$ cat src/design/frli_pkg.sv
// Package: shared types and constants for the flash ring log indexer
`timescale 1ns / 1ps
package frli_pkg;

	localparam int INDEX_BITS = 16;
	localparam int IDX_W = 16;
	localparam int CNT_W = $clog2(IDX_W);
	localparam int ADDR_W = 24;
	localparam int BYTES_W = 17;
	localparam int GEOM_W = 9;
	localparam int OCC_W = 17;
	localparam int CFG_IDX_W = 3;
	localparam int CFG_DATA_W = 24;
	localparam logic [17:0] CAP_LIMIT = (INDEX_BITS >= 16) ? 18'd65536 : 18'(1 << INDEX_BITS);

	localparam logic [CFG_IDX_W-1:0] CFG_FLASH_BASE = 3'd0;
	localparam logic [CFG_IDX_W-1:0] CFG_SECTOR_BYTES = 3'd1;
	localparam logic [CFG_IDX_W-1:0] CFG_ENTRY_BYTES = 3'd2;
	localparam logic [CFG_IDX_W-1:0] CFG_ENTRIES_PER_SECTOR = 3'd3;
	localparam logic [CFG_IDX_W-1:0] CFG_SECTOR_COUNT = 3'd4;

	typedef enum logic [1:0] {
		ACT_APPEND = 2'd0,
		ACT_LOCATE = 2'd1,
		ACT_ERASE  = 2'd2,
		ACT_NONE   = 2'd3
	} action_t;

	typedef enum logic [1:0] {
		ST_OK    = 2'd0,
		ST_RANGE = 2'd1,
		ST_FULL  = 2'd2
	} status_t;

	typedef enum logic [1:0] {
		DIV_HEAD  = 2'd0,
		DIV_TAIL  = 2'd1,
		DIV_ENTRY = 2'd2
	} div_sel_t;

	typedef struct packed {
		action_t           action;
		logic [IDX_W-1:0]  entry_number;
	} frli_in_t;

	typedef struct packed {
		status_t           status;
		logic [ADDR_W-1:0] flash_address;
		logic              erase_request;
		logic [ADDR_W-1:0] erase_address;
		logic [OCC_W-1:0]  occupied;
	} frli_out_t;

	typedef struct packed {
		logic     load;
		logic     cap;
		logic     clamp;
		logic     div_start;
		div_sel_t div_sel;
		logic     wb_head;
		logic     wb_tail;
		logic     mul;
		logic     commit;
	} frli_ctl_t;

	typedef struct packed {
		action_t act;
		logic    head_ge_cap;
		logic    tail_ge_cap;
		logic    full;
		logic    out_of_range;
		logic    div_busy;
		logic    rsp_free;
	} frli_sts_t;

endpackage

$ cat src/design/flash_ring_log_indexer.sv
// Top level: flash ring log indexer, controller plus datapath
// Use:
//   cmd channel (cmd_valid/cmd_ready/cmd) takes one request: append at head,
//   locate entry N from tail, or erase the tail sector.
//   rsp channel (rsp_valid/rsp_ready/rsp) returns exactly one result per request:
//   status, entry flash address, erase request and sector address, occupancy.
//   cfg channel (cfg_valid/cfg_ready/cfg_index/cfg_data) writes the geometry;
//   always ready, write only while no request is in flight.
// Sequence:
//   Append, locate and erase each run an entry division in the divider;
//   a full, out-of-range or unknown request skips it. Each head
//   or tail reduction after a geometry change adds a divider pass. The
//   restoring divider has 16 steps; one request at a time.
// Reset:
//   Head, tail and occupancy clear; geometry returns to one 65536-byte sector
//   of 256 entries of 256 bytes at address zero.
// Stall:
//   A result waits in the response register; the next request is taken
//   meanwhile and holds in its final step until that register frees.
`timescale 1ns / 1ps
module flash_ring_log_indexer
	import frli_pkg::*;
(
	input  logic                  clk,
	input  logic                  arst_n,
	input  logic                  cmd_valid,
	output logic                  cmd_ready,
	input  frli_in_t              cmd,
	output logic                  rsp_valid,
	input  logic                  rsp_ready,
	output frli_out_t             rsp,
	input  logic                  cfg_valid,
	output logic                  cfg_ready,
	input  logic [CFG_IDX_W-1:0]  cfg_index,
	input  logic [CFG_DATA_W-1:0] cfg_data
);

	frli_ctl_t ctl;
	frli_sts_t sts;

	frli_ctrl u_ctrl (
		.clk       (clk),
		.arst_n    (arst_n),
		.cmd_valid (cmd_valid),
		.cmd_ready (cmd_ready),
		.sts       (sts),
		.ctl       (ctl)
	);

	frli_dp u_dp (
		.clk       (clk),
		.arst_n    (arst_n),
		.cmd       (cmd),
		.cfg_valid (cfg_valid),
		.cfg_ready (cfg_ready),
		.cfg_index (cfg_index),
		.cfg_data  (cfg_data),
		.rsp_valid (rsp_valid),
		.rsp_ready (rsp_ready),
		.rsp       (rsp),
		.ctl       (ctl),
		.sts       (sts)
	);

endmodule

$ cat src/design/frli_div.sv
// Restoring divider: one quotient bit per cycle, quotient and remainder held after
`timescale 1ns / 1ps
module frli_div
	import frli_pkg::*;
(
	input  logic                clk,
	input  logic                arst_n,
	input  logic                start,
	input  logic [IDX_W-1:0]    dividend,
	input  logic [OCC_W-1:0]    divisor,
	output logic                busy,
	output logic [IDX_W-1:0]    quotient,
	output logic [OCC_W-1:0]    remainder
);

	logic [OCC_W-1:0] rem_q;
	logic [IDX_W-1:0] quo_q;
	logic [OCC_W-1:0] dvs_q;
	logic [CNT_W-1:0] cnt_q;
	logic             busy_q;
	logic [OCC_W:0]   trial;
	logic [OCC_W:0]   diff;
	logic             ge;

	assign trial = {rem_q, quo_q[IDX_W-1]};
	assign ge    = trial >= {1'b0, dvs_q};
	assign diff  = trial - {1'b0, dvs_q};

	always_ff @(posedge clk or negedge arst_n) begin
		if (!arst_n) begin
			busy_q <= 1'b0;
		end else if (start) begin
			busy_q <= 1'b1;
		end else if (busy_q && cnt_q == CNT_W'(IDX_W - 1)) begin
			busy_q <= 1'b0;
		end
	end

	always_ff @(posedge clk) begin
		if (start) begin
			rem_q <= '0;
			quo_q <= dividend;
			dvs_q <= divisor;
			cnt_q <= '0;
		end else if (busy_q) begin
			rem_q <= ge ? diff[OCC_W-1:0] : trial[OCC_W-1:0];
			quo_q <= {quo_q[IDX_W-2:0], ge};
			cnt_q <= cnt_q + CNT_W'(1);
		end
	end

	assign busy      = busy_q;
	assign quotient  = quo_q;
	assign remainder = rem_q;

endmodule

$ cat src/design/frli_ctrl.sv
// Controller: sequences normalisation, index split, address build and result hand-off
`timescale 1ns / 1ps
module frli_ctrl
	import frli_pkg::*;
(
	input  logic      clk,
	input  logic      arst_n,
	input  logic      cmd_valid,
	output logic      cmd_ready,
	input  frli_sts_t sts,
	output frli_ctl_t ctl
);

	typedef enum logic [9:0] {
		S_IDLE  = 10'b0000000001,
		S_CAP   = 10'b0000000010,
		S_CLAMP = 10'b0000000100,
		S_HDIV  = 10'b0000001000,
		S_TCHK  = 10'b0000010000,
		S_TDIV  = 10'b0000100000,
		S_SEL   = 10'b0001000000,
		S_EDIV  = 10'b0010000000,
		S_MUL   = 10'b0100000000,
		S_DONE  = 10'b1000000000
	} state_t;

	state_t state_q;
	state_t state_d;

	assign cmd_ready = state_q == S_IDLE;

	always_comb begin
		state_d = state_q;
		ctl = '0;
		ctl.div_sel = DIV_HEAD;
		unique case (state_q)
			S_IDLE: begin
				if (cmd_valid) begin
					ctl.load = 1'b1;
					state_d = S_CAP;
				end
			end
			S_CAP: begin
				ctl.cap = 1'b1;
				state_d = S_CLAMP;
			end
			S_CLAMP: begin
				ctl.clamp = 1'b1;
				if (sts.head_ge_cap) begin
					ctl.div_start = 1'b1;
					ctl.div_sel = DIV_HEAD;
					state_d = S_HDIV;
				end else begin
					state_d = S_TCHK;
				end
			end
			S_HDIV: begin
				if (!sts.div_busy) begin
					ctl.wb_head = 1'b1;
					state_d = S_TCHK;
				end
			end
			S_TCHK: begin
				if (sts.tail_ge_cap) begin
					ctl.div_start = 1'b1;
					ctl.div_sel = DIV_TAIL;
					state_d = S_TDIV;
				end else begin
					state_d = S_SEL;
				end
			end
			S_TDIV: begin
				if (!sts.div_busy) begin
					ctl.wb_tail = 1'b1;
					state_d = S_SEL;
				end
			end
			S_SEL: begin
				priority if (sts.act == ACT_NONE
						|| (sts.act == ACT_APPEND && sts.full)
						|| (sts.act == ACT_LOCATE && sts.out_of_range)) begin
					state_d = S_DONE;
				end else begin
					ctl.div_start = 1'b1;
					ctl.div_sel = DIV_ENTRY;
					state_d = S_EDIV;
				end
			end
			S_EDIV: begin
				if (!sts.div_busy) begin
					state_d = S_MUL;
				end
			end
			S_MUL: begin
				ctl.mul = 1'b1;
				state_d = S_DONE;
			end
			S_DONE: begin
				if (sts.rsp_free) begin
					ctl.commit = 1'b1;
					state_d = S_IDLE;
				end
			end
			default: begin
				state_d = S_IDLE;
			end
		endcase
	end

	always_ff @(posedge clk or negedge arst_n) begin
		if (!arst_n) begin
			state_q <= S_IDLE;
		end else begin
			state_q <= state_d;
		end
	end

endmodule

$ cat src/design/frli_dp.sv
// Datapath: geometry registers, ring state, divider, address arithmetic, response register
`timescale 1ns / 1ps
module frli_dp
	import frli_pkg::*;
(
	input  logic                  clk,
	input  logic                  arst_n,
	input  frli_in_t              cmd,
	input  logic                  cfg_valid,
	output logic                  cfg_ready,
	input  logic [CFG_IDX_W-1:0]  cfg_index,
	input  logic [CFG_DATA_W-1:0] cfg_data,
	output logic                  rsp_valid,
	input  logic                  rsp_ready,
	output frli_out_t             rsp,
	input  frli_ctl_t             ctl,
	output frli_sts_t             sts
);

	logic [ADDR_W-1:0]  flash_base_q;
	logic [BYTES_W-1:0] sector_bytes_q;
	logic [BYTES_W-1:0] entry_bytes_q;
	logic [GEOM_W-1:0]  eps_q;
	logic [GEOM_W-1:0]  sc_q;

	logic [IDX_W-1:0]   head_q;
	logic [IDX_W-1:0]   tail_q;
	logic [OCC_W-1:0]   used_q;
	logic [OCC_W-1:0]   cap_q;
	action_t            act_q;
	logic [IDX_W-1:0]   num_q;
	logic [ADDR_W-1:0]  sect_prod_q;
	logic [ADDR_W-1:0]  off_prod_q;
	frli_out_t          rsp_q;
	logic               rsp_valid_q;

	logic [GEOM_W-1:0]  eps_eff;
	logic [GEOM_W-1:0]  sc_eff;
	logic [17:0]        cap_prod;
	logic [OCC_W-1:0]   cap_next;
	logic [OCC_W-1:0]   loc_sum;
	logic [OCC_W-1:0]   loc_wrap;
	logic [IDX_W-1:0]   loc_idx;
	logic [IDX_W-1:0]   div_dividend;
	logic [OCC_W-1:0]   div_divisor;
	logic               div_busy;
	logic [IDX_W-1:0]   div_quo;
	logic [OCC_W-1:0]   div_rem;
	logic [32:0]        sect_full;
	logic [25:0]        off_full;
	logic [ADDR_W-1:0]  sector_base;
	logic [ADDR_W-1:0]  entry_addr;
	logic [OCC_W-1:0]   head_inc;
	logic [OCC_W-1:0]   left_eps;
	logic [OCC_W-1:0]   left_end;
	logic [OCC_W-1:0]   left_a;
	logic [OCC_W-1:0]   left;
	logic [OCC_W-1:0]   tail_sum;
	frli_out_t          rsp_next;
	logic [IDX_W-1:0]   head_next;
	logic [IDX_W-1:0]   tail_next;
	logic [OCC_W-1:0]   used_next;

	assign cfg_ready = 1'b1;

	always_ff @(posedge clk or negedge arst_n) begin
		if (!arst_n) begin
			flash_base_q   <= '0;
			sector_bytes_q <= 17'd65536;
			entry_bytes_q  <= 17'd256;
			eps_q          <= 9'd256;
			sc_q           <= 9'd1;
		end else if (cfg_valid) begin
			unique case (cfg_index)
				CFG_FLASH_BASE:         flash_base_q   <= cfg_data[ADDR_W-1:0];
				CFG_SECTOR_BYTES:       sector_bytes_q <= cfg_data[BYTES_W-1:0];
				CFG_ENTRY_BYTES:        entry_bytes_q  <= cfg_data[BYTES_W-1:0];
				CFG_ENTRIES_PER_SECTOR: eps_q          <= cfg_data[GEOM_W-1:0];
				CFG_SECTOR_COUNT:       sc_q           <= cfg_data[GEOM_W-1:0];
				default: ;
			endcase
		end
	end

	assign eps_eff  = (eps_q == '0) ? GEOM_W'(1) : eps_q;
	assign sc_eff   = (sc_q == '0) ? GEOM_W'(1) : sc_q;
	assign cap_prod = 18'(eps_eff) * 18'(sc_eff);
	assign cap_next = (cap_prod > CAP_LIMIT) ? CAP_LIMIT[OCC_W-1:0] : cap_prod[OCC_W-1:0];

	assign loc_sum  = {1'b0, tail_q} + {1'b0, num_q};
	assign loc_wrap = loc_sum - cap_q;
	assign loc_idx  = (loc_sum >= cap_q) ? loc_wrap[IDX_W-1:0] : loc_sum[IDX_W-1:0];

	always_comb begin
		div_dividend = tail_q;
		div_divisor  = cap_q;
		unique case (ctl.div_sel)
			DIV_HEAD: begin
				div_dividend = head_q;
			end
			DIV_TAIL: begin
				div_dividend = tail_q;
			end
			DIV_ENTRY: begin
				div_divisor = {{(OCC_W-GEOM_W){1'b0}}, eps_eff};
				unique case (act_q)
					ACT_APPEND: div_dividend = head_q;
					ACT_LOCATE: div_dividend = loc_idx;
					default:    div_dividend = tail_q;
				endcase
			end
			default: ;
		endcase
	end

	frli_div u_div (
		.clk       (clk),
		.arst_n    (arst_n),
		.start     (ctl.div_start),
		.dividend  (div_dividend),
		.divisor   (div_divisor),
		.busy      (div_busy),
		.quotient  (div_quo),
		.remainder (div_rem)
	);

	assign sect_full   = 33'(div_quo) * 33'(sector_bytes_q);
	assign off_full    = 26'(div_rem[GEOM_W-1:0]) * 26'(entry_bytes_q);
	assign sector_base = flash_base_q + sect_prod_q;
	assign entry_addr  = sector_base + off_prod_q;

	assign head_inc = {1'b0, head_q} + OCC_W'(1);
	assign left_eps = {{(OCC_W-GEOM_W){1'b0}}, eps_eff} - div_rem;
	assign left_end = cap_q - {1'b0, tail_q};
	assign left_a   = (left_eps > left_end) ? left_end : left_eps;
	assign left     = (left_a > used_q) ? used_q : left_a;
	assign tail_sum = {1'b0, tail_q} + left;

	always_comb begin
		rsp_next  = '0;
		rsp_next.status = ST_OK;
		head_next = head_q;
		tail_next = tail_q;
		used_next = used_q;
		unique case (act_q)
			ACT_APPEND: begin
				if (used_q >= cap_q) begin
					rsp_next.status = ST_FULL;
				end else begin
					rsp_next.flash_address = entry_addr;
					if (div_rem == '0) begin
						rsp_next.erase_request = 1'b1;
						rsp_next.erase_address = sector_base;
					end
					head_next = (head_inc == cap_q) ? '0 : head_inc[IDX_W-1:0];
					used_next = used_q + OCC_W'(1);
				end
			end
			ACT_LOCATE: begin
				if ({1'b0, num_q} >= used_q) begin
					rsp_next.status = ST_RANGE;
				end else begin
					rsp_next.flash_address = entry_addr;
				end
			end
			ACT_ERASE: begin
				rsp_next.erase_request = 1'b1;
				rsp_next.erase_address = sector_base;
				tail_next = (tail_sum == cap_q) ? '0 : tail_sum[IDX_W-1:0];
				used_next = used_q - left;
			end
			default: ;
		endcase
		rsp_next.occupied = used_next;
	end

	always_ff @(posedge clk or negedge arst_n) begin
		if (!arst_n) begin
			head_q      <= '0;
			tail_q      <= '0;
			used_q      <= '0;
			rsp_valid_q <= 1'b0;
		end else begin
			if (ctl.clamp && used_q > cap_q) begin
				used_q <= cap_q;
			end
			if (ctl.wb_head) begin
				head_q <= div_rem[IDX_W-1:0];
			end
			if (ctl.wb_tail) begin
				tail_q <= div_rem[IDX_W-1:0];
			end
			if (ctl.commit) begin
				head_q <= head_next;
				tail_q <= tail_next;
				used_q <= used_next;
			end
			if (ctl.commit) begin
				rsp_valid_q <= 1'b1;
			end else if (rsp_ready) begin
				rsp_valid_q <= 1'b0;
			end
		end
	end

	always_ff @(posedge clk) begin
		if (ctl.load) begin
			act_q <= cmd.action;
			num_q <= cmd.entry_number;
		end
		if (ctl.cap) begin
			cap_q <= cap_next;
		end
		if (ctl.mul) begin
			sect_prod_q <= sect_full[ADDR_W-1:0];
			off_prod_q  <= off_full[ADDR_W-1:0];
		end
		if (ctl.commit) begin
			rsp_q <= rsp_next;
		end
	end

	assign rsp       = rsp_q;
	assign rsp_valid = rsp_valid_q;

	always_comb begin
		sts.act          = act_q;
		sts.head_ge_cap  = {1'b0, head_q} >= cap_q;
		sts.tail_ge_cap  = {1'b0, tail_q} >= cap_q;
		sts.full         = used_q >= cap_q;
		sts.out_of_range = {1'b0, num_q} >= used_q;
		sts.div_busy     = div_busy;
		sts.rsp_free     = !rsp_valid_q || rsp_ready;
	end

endmodule
$ cat config.mk
export PLATFORM = sky130hd
export DESIGN_NAME = flash_ring_log_indexer
export DESIGN_NICKNAME = d
export VERILOG_FILES = /design/src/design/frli_pkg.sv /design/src/design/flash_ring_log_indexer.sv /design/src/design/frli_div.sv /design/src/design/frli_ctrl.sv /design/src/design/frli_dp.sv
export SDC_FILE = /design/constraint.sdc
export NUM_CORES = 2
export LEC_CHECK = 0
export ABC_AREA = 1
export BUFFER_PORTS_ARGS = -buffer_cell sky130_fd_sc_hd__buf_2
export CORE_ASPECT_RATIO = 0.75
export CORE_MARGIN = 3
export CORE_UTILIZATION = 47
export DETAILED_ROUTE_END_ITERATION = 7
export HOLD_SLACK_MARGIN = 0.06
export PLACE_DENSITY_LB_ADDON = 0.08
export SLEW_MARGIN = 40
export SYNTH_ARGS = -nofsm -noshare
export SYNTH_HDL_FRONTEND = slang
export SYNTH_SLANG_ARGS = --single-unit
export TNS_END_PERCENT = 20
$ cat constraint.sdc
create_clock -name clk -period 7.6 [get_ports clk]
set_input_delay 0.38 -clock clk [delete_from_list [all_inputs] [get_ports clk]]
set_output_delay 0.38 -clock clk [all_outputs]
set_load 0.03 [all_outputs]
==> reports/qor.csv <==
stage;metric;value;unit
status;status;completed;
detailed_routing;vias;37100;
global_routing;antenna_found_initial;4;
global_routing;overflow;0;
critical_path;cp_data_arrival_time;7.80;ns
global_routing;grt_pass1_vias;34600;
clock_network;cts_root_buffer;clkbuf_16;
synthesis;synthXorXnorAreaFrac;4.42;%
critical_path;slowest_stage;dfrtp_1;
floorplan;num_rows;92;
global_routing;gr-usage-all-layers;31.0;%
synthesis;ys_seq_area_share;23.1;%
critical_path;max_stage_delay;0.38;ns
synthesis;synth_compound_area_share;10.1;%
synthesis;synth-edff-count;184;
critical_path;critPathMaxFanout;12;
detailed_routing;dr.pass1.iters;6;
clock_network;clockBufferDepth;3;
sta;worst_clock_skew;0.0271;ns
sta;drv_slew;0;
floorplan;floorplan.initialDensity;47.9;%
layout;area_growth;13.6;%
placement;postPlaceCellArea;0.0436;mm^2
critical_path;reg2reg_slack;0.28;ns
sta;fin_crit_sh;96.4;%
clock_network;clock_latency;0.61;ns
critical_path;worstSetupEndpoint;u_dp.tail_q[4];
detailed_routing;detail_route.wirelength;140;mm
global_routing;grt_first_pass_wirelength;213;mm
floorplan;die_w;346;um
global_routing;grt_max_degree;77;
placement;place_congestion;1.01;
critical_path;crit_type;register to register;
synthesis;netlist_instances;5413;
critical_path;r2r-end;u_dp.tail_q[4];
sta;worstMarginPinSlew;0.935;ns
sta;worst_slack;0.277;ns
synthesis;synthesis.area;0.0407;mm^2
clock_network;cts_made_buffers;42;
sta;fmax;137;MHz
clock_network;htree_num_levels;2;
placement;pre_cts_ws;-0.260;ns
floorplan;chipHeight;261;um
sta;rsz0062_at_grt;yes;
placement;port_buffers;119;
synthesis;synth_largest_area_cell;fa_1;
synthesis;syn_area_per_cell;7.52;um^2
sta;hold_viol_final;0;
sta;hold_ws;0.130;ns
synthesis;synthTopCellsByArea;fa_1, edfxtp_1, nand2_1;
synthesis;synthSimpleGateAreaFrac;22.5;%
critical_path;reg2reg_from;u_dp.eps_q[6];
detailed_routing;first_iter_violations;4107;
sta;setup-violations-final;0;
floorplan;die_area;0.0902;mm^2
sta;tns;0;ns
synthesis;async_flop_share;40.1;%
synthesis;synth-seq-cells;342;
critical_path;cp-end-kind;register;
synthesis;synth_fa_ha_area_share;28.5;%
clock_network;cts_tree;built;
synthesis;synth_top_area_share;16.6;%
layout;fillers;8289;
critical_path;startpoint_type;register;
clock_network;path_clk_slew;0.06;ns
synthesis;synth_cell_types;61;
critical_path;startpoint;u_dp.eps_q[6];
detailed_routing;wl_per_cell;20.6;um
hold_path;hp-class;primary input to register;
synthesis;ys_warn_count;0;
critical_path;cp_data_required_time;8.08;ns
synthesis;synth-main-ff-cell;edfxtp_1;
layout;drive_above_1_share;11.2;%
detailed_routing;ant_nets;0;
synthesis;synth_top_family_by_area;adder cells;
sta;slew_headroom;37.0;%
synthesis;synthesis.nets;6186;
critical_path;ff2ff_path_depth;56;
floorplan;core_area;0.0850;mm^2
layout;finish.instance_area;0.0462;mm^2
job;drv_cap;0;
placement;hpwl;112;mm
floorplan;pin_count;121;
sta;min_period;7.32;ns
layout;fin_nets;6428;
clock_network;cts_sinks;342;
detailed_routing;drc;0;
detailed_routing;routed_via_density;5.44;
critical_path;crit_top_cell;nand2_2;
synthesis;synthMuxAreaShare;0.194;%
==> what timing repair did <==
item,in CTS,in global routing
hold buffers,28,0
setup buffers,1,14
gates cloned,0,3
endpoints found under the setup margin,22,44
resized for setup,12,185
pin swaps,1,62
hold endpoints to repair,99,0
==> metrics by stage <==
step / utilization [%] / cells
after floorplan: - / 5413
after global placement: 51.3 / 6688
after detailed placement: 51.3 / 6690
after CTS: 53.2 / 6796
after global routing: 54.4 / 6817
final: 54.4 / 6822
==> kinds of logic (layout without fill, tap and decap cells) <==
logic type | count (synthesis) | after routing
mux | 7 | 7
flops | 342 | 342
simple gates | 2207 | 2207
buf+inv | 1207 | 1482
xor+xnor | 198 | 198
compound gates | 728 | 728
fa+ha+maj | 723 | 723
other cells | 1 | 7
==> cells in the final DEF, fill, tap and decap left out, types with 55 or more instances in the layout <==
cell | synthesis | layout
o21ai_0 | 257 | 230
fa_1 | 338 | 336
nand4_1 | 55 | 55
ha_1 | 385 | 365
xnor2_1 | 66 | 65
nand2_1 | 1376 | 1349
xor2_1 | 127 | 126
edfxtp_1 | 184 | 184
buf_2 | 21 | 118
a21oi_1 | 274 | 257
inv_1 | 1020 | 1007
nor2_1 | 365 | 346
buf_4 | 4 | 213
nand3_1 | 258 | 236
dfrtp_1 | 132 | 132
==> state kept, by name (all words and copies together) (netlist names), 9 cells and up <==
| signal | cells |
|---|---|
| u_dp.rsp | 68 |
| u_dp.flash_base_q | 24 |
| u_dp.off_prod_q | 24 |
| u_dp.sect_prod_q | 24 |
| u_dp.cap_q | 17 |
| u_dp.entry_bytes_q | 17 |
| u_dp.sector_bytes_q | 17 |
| u_dp.u_div.dvs_q | 17 |
| u_dp.u_div.remainder | 17 |
| u_dp.used_q | 17 |
| u_dp.head_q | 16 |
| u_dp.num_q | 16 |
| u_dp.tail_q | 16 |
| u_dp.u_div.quotient | 16 |
| u_ctrl.state_q | 10 |
| u_dp.eps_q | 9 |
| u_dp.sc_q | 9 |
==> per-layer routing <==
layer	global-route usage, %	wire, um
met1	49.9	68600
met5	0	0
met2	41.0	53100
met4	6.61	2780
met3	7.49	16000
==> synth_stat cells, types with 18 or more instances <==
cell,instances
a21o_1,29
a21oi_1,274
buf_2,21
clkbuf_1,139
dfrtp_1,132
dfxtp_1,21
edfxtp_1,184
fa_1,338
ha_1,385
inv_1,1020
nand2_1,1376
nand2_2,19
nand3_1,258
nand4_1,55
nor2_1,365
nor3_1,57
nor4_1,19
o211ai_1,37
o21ai_0,257
o22ai_1,18
xnor2_1,66
xor2_1,127
==> how the worst min path moves through the flow <==
| stage | to | start | cells past startpoint | slack [ns] |
|---|---|---|---|---|
| 2_1_floorplan | u_ctrl.state_q[1] | arst_n | 0 | 0.08 |
| 3_3_place_gp | u_dp.u_div.cnt_q[1] | u_dp.u_div.cnt_q[1] | 2 | 0.47 |
| 3_5_place_dp | u_dp.u_div.busy | arst_n | 1 | 0.46 |
| 4_1_cts | u_dp.entry_bytes_q[12] | cfg_data[12] | 3 | 0.10 |
| 5_1_grt | u_dp.entry_bytes_q[12] | cfg_data[12] | 3 | 0.14 |
| 6_report | u_dp.entry_bytes_q[12] | cfg_data[12] | 3 | 0.13 |
==> layout make-up <==
type	count	area (um^2)	area share (%)
antenna	6	15.0	0.0325
clock buffer	60	1210	2.62
clock inverter	17	115	0.249
inverter	1030	3870	8.37
multi-input combinational	3864	27500	59.5
sequential	342	9380	20.3
tap	1128	1410	3.05
timing repair buffer	375	2710	5.86
==> critical path, delay by kind of cell (launching register included) <==
family | cells | cell delay (ns)
buf+inv | 10 | 1.36
xor+xnor | 1 | 0.18
compound gates | 4 | 0.34
flops | 1 | 0.38
simple gates | 36 | 3.47
fa+ha+maj | 5 | 1.43
Power is left out: the tool's default activity adds up to more than one toggle a clock period on the data nets, which glitch-free logic cannot reach.
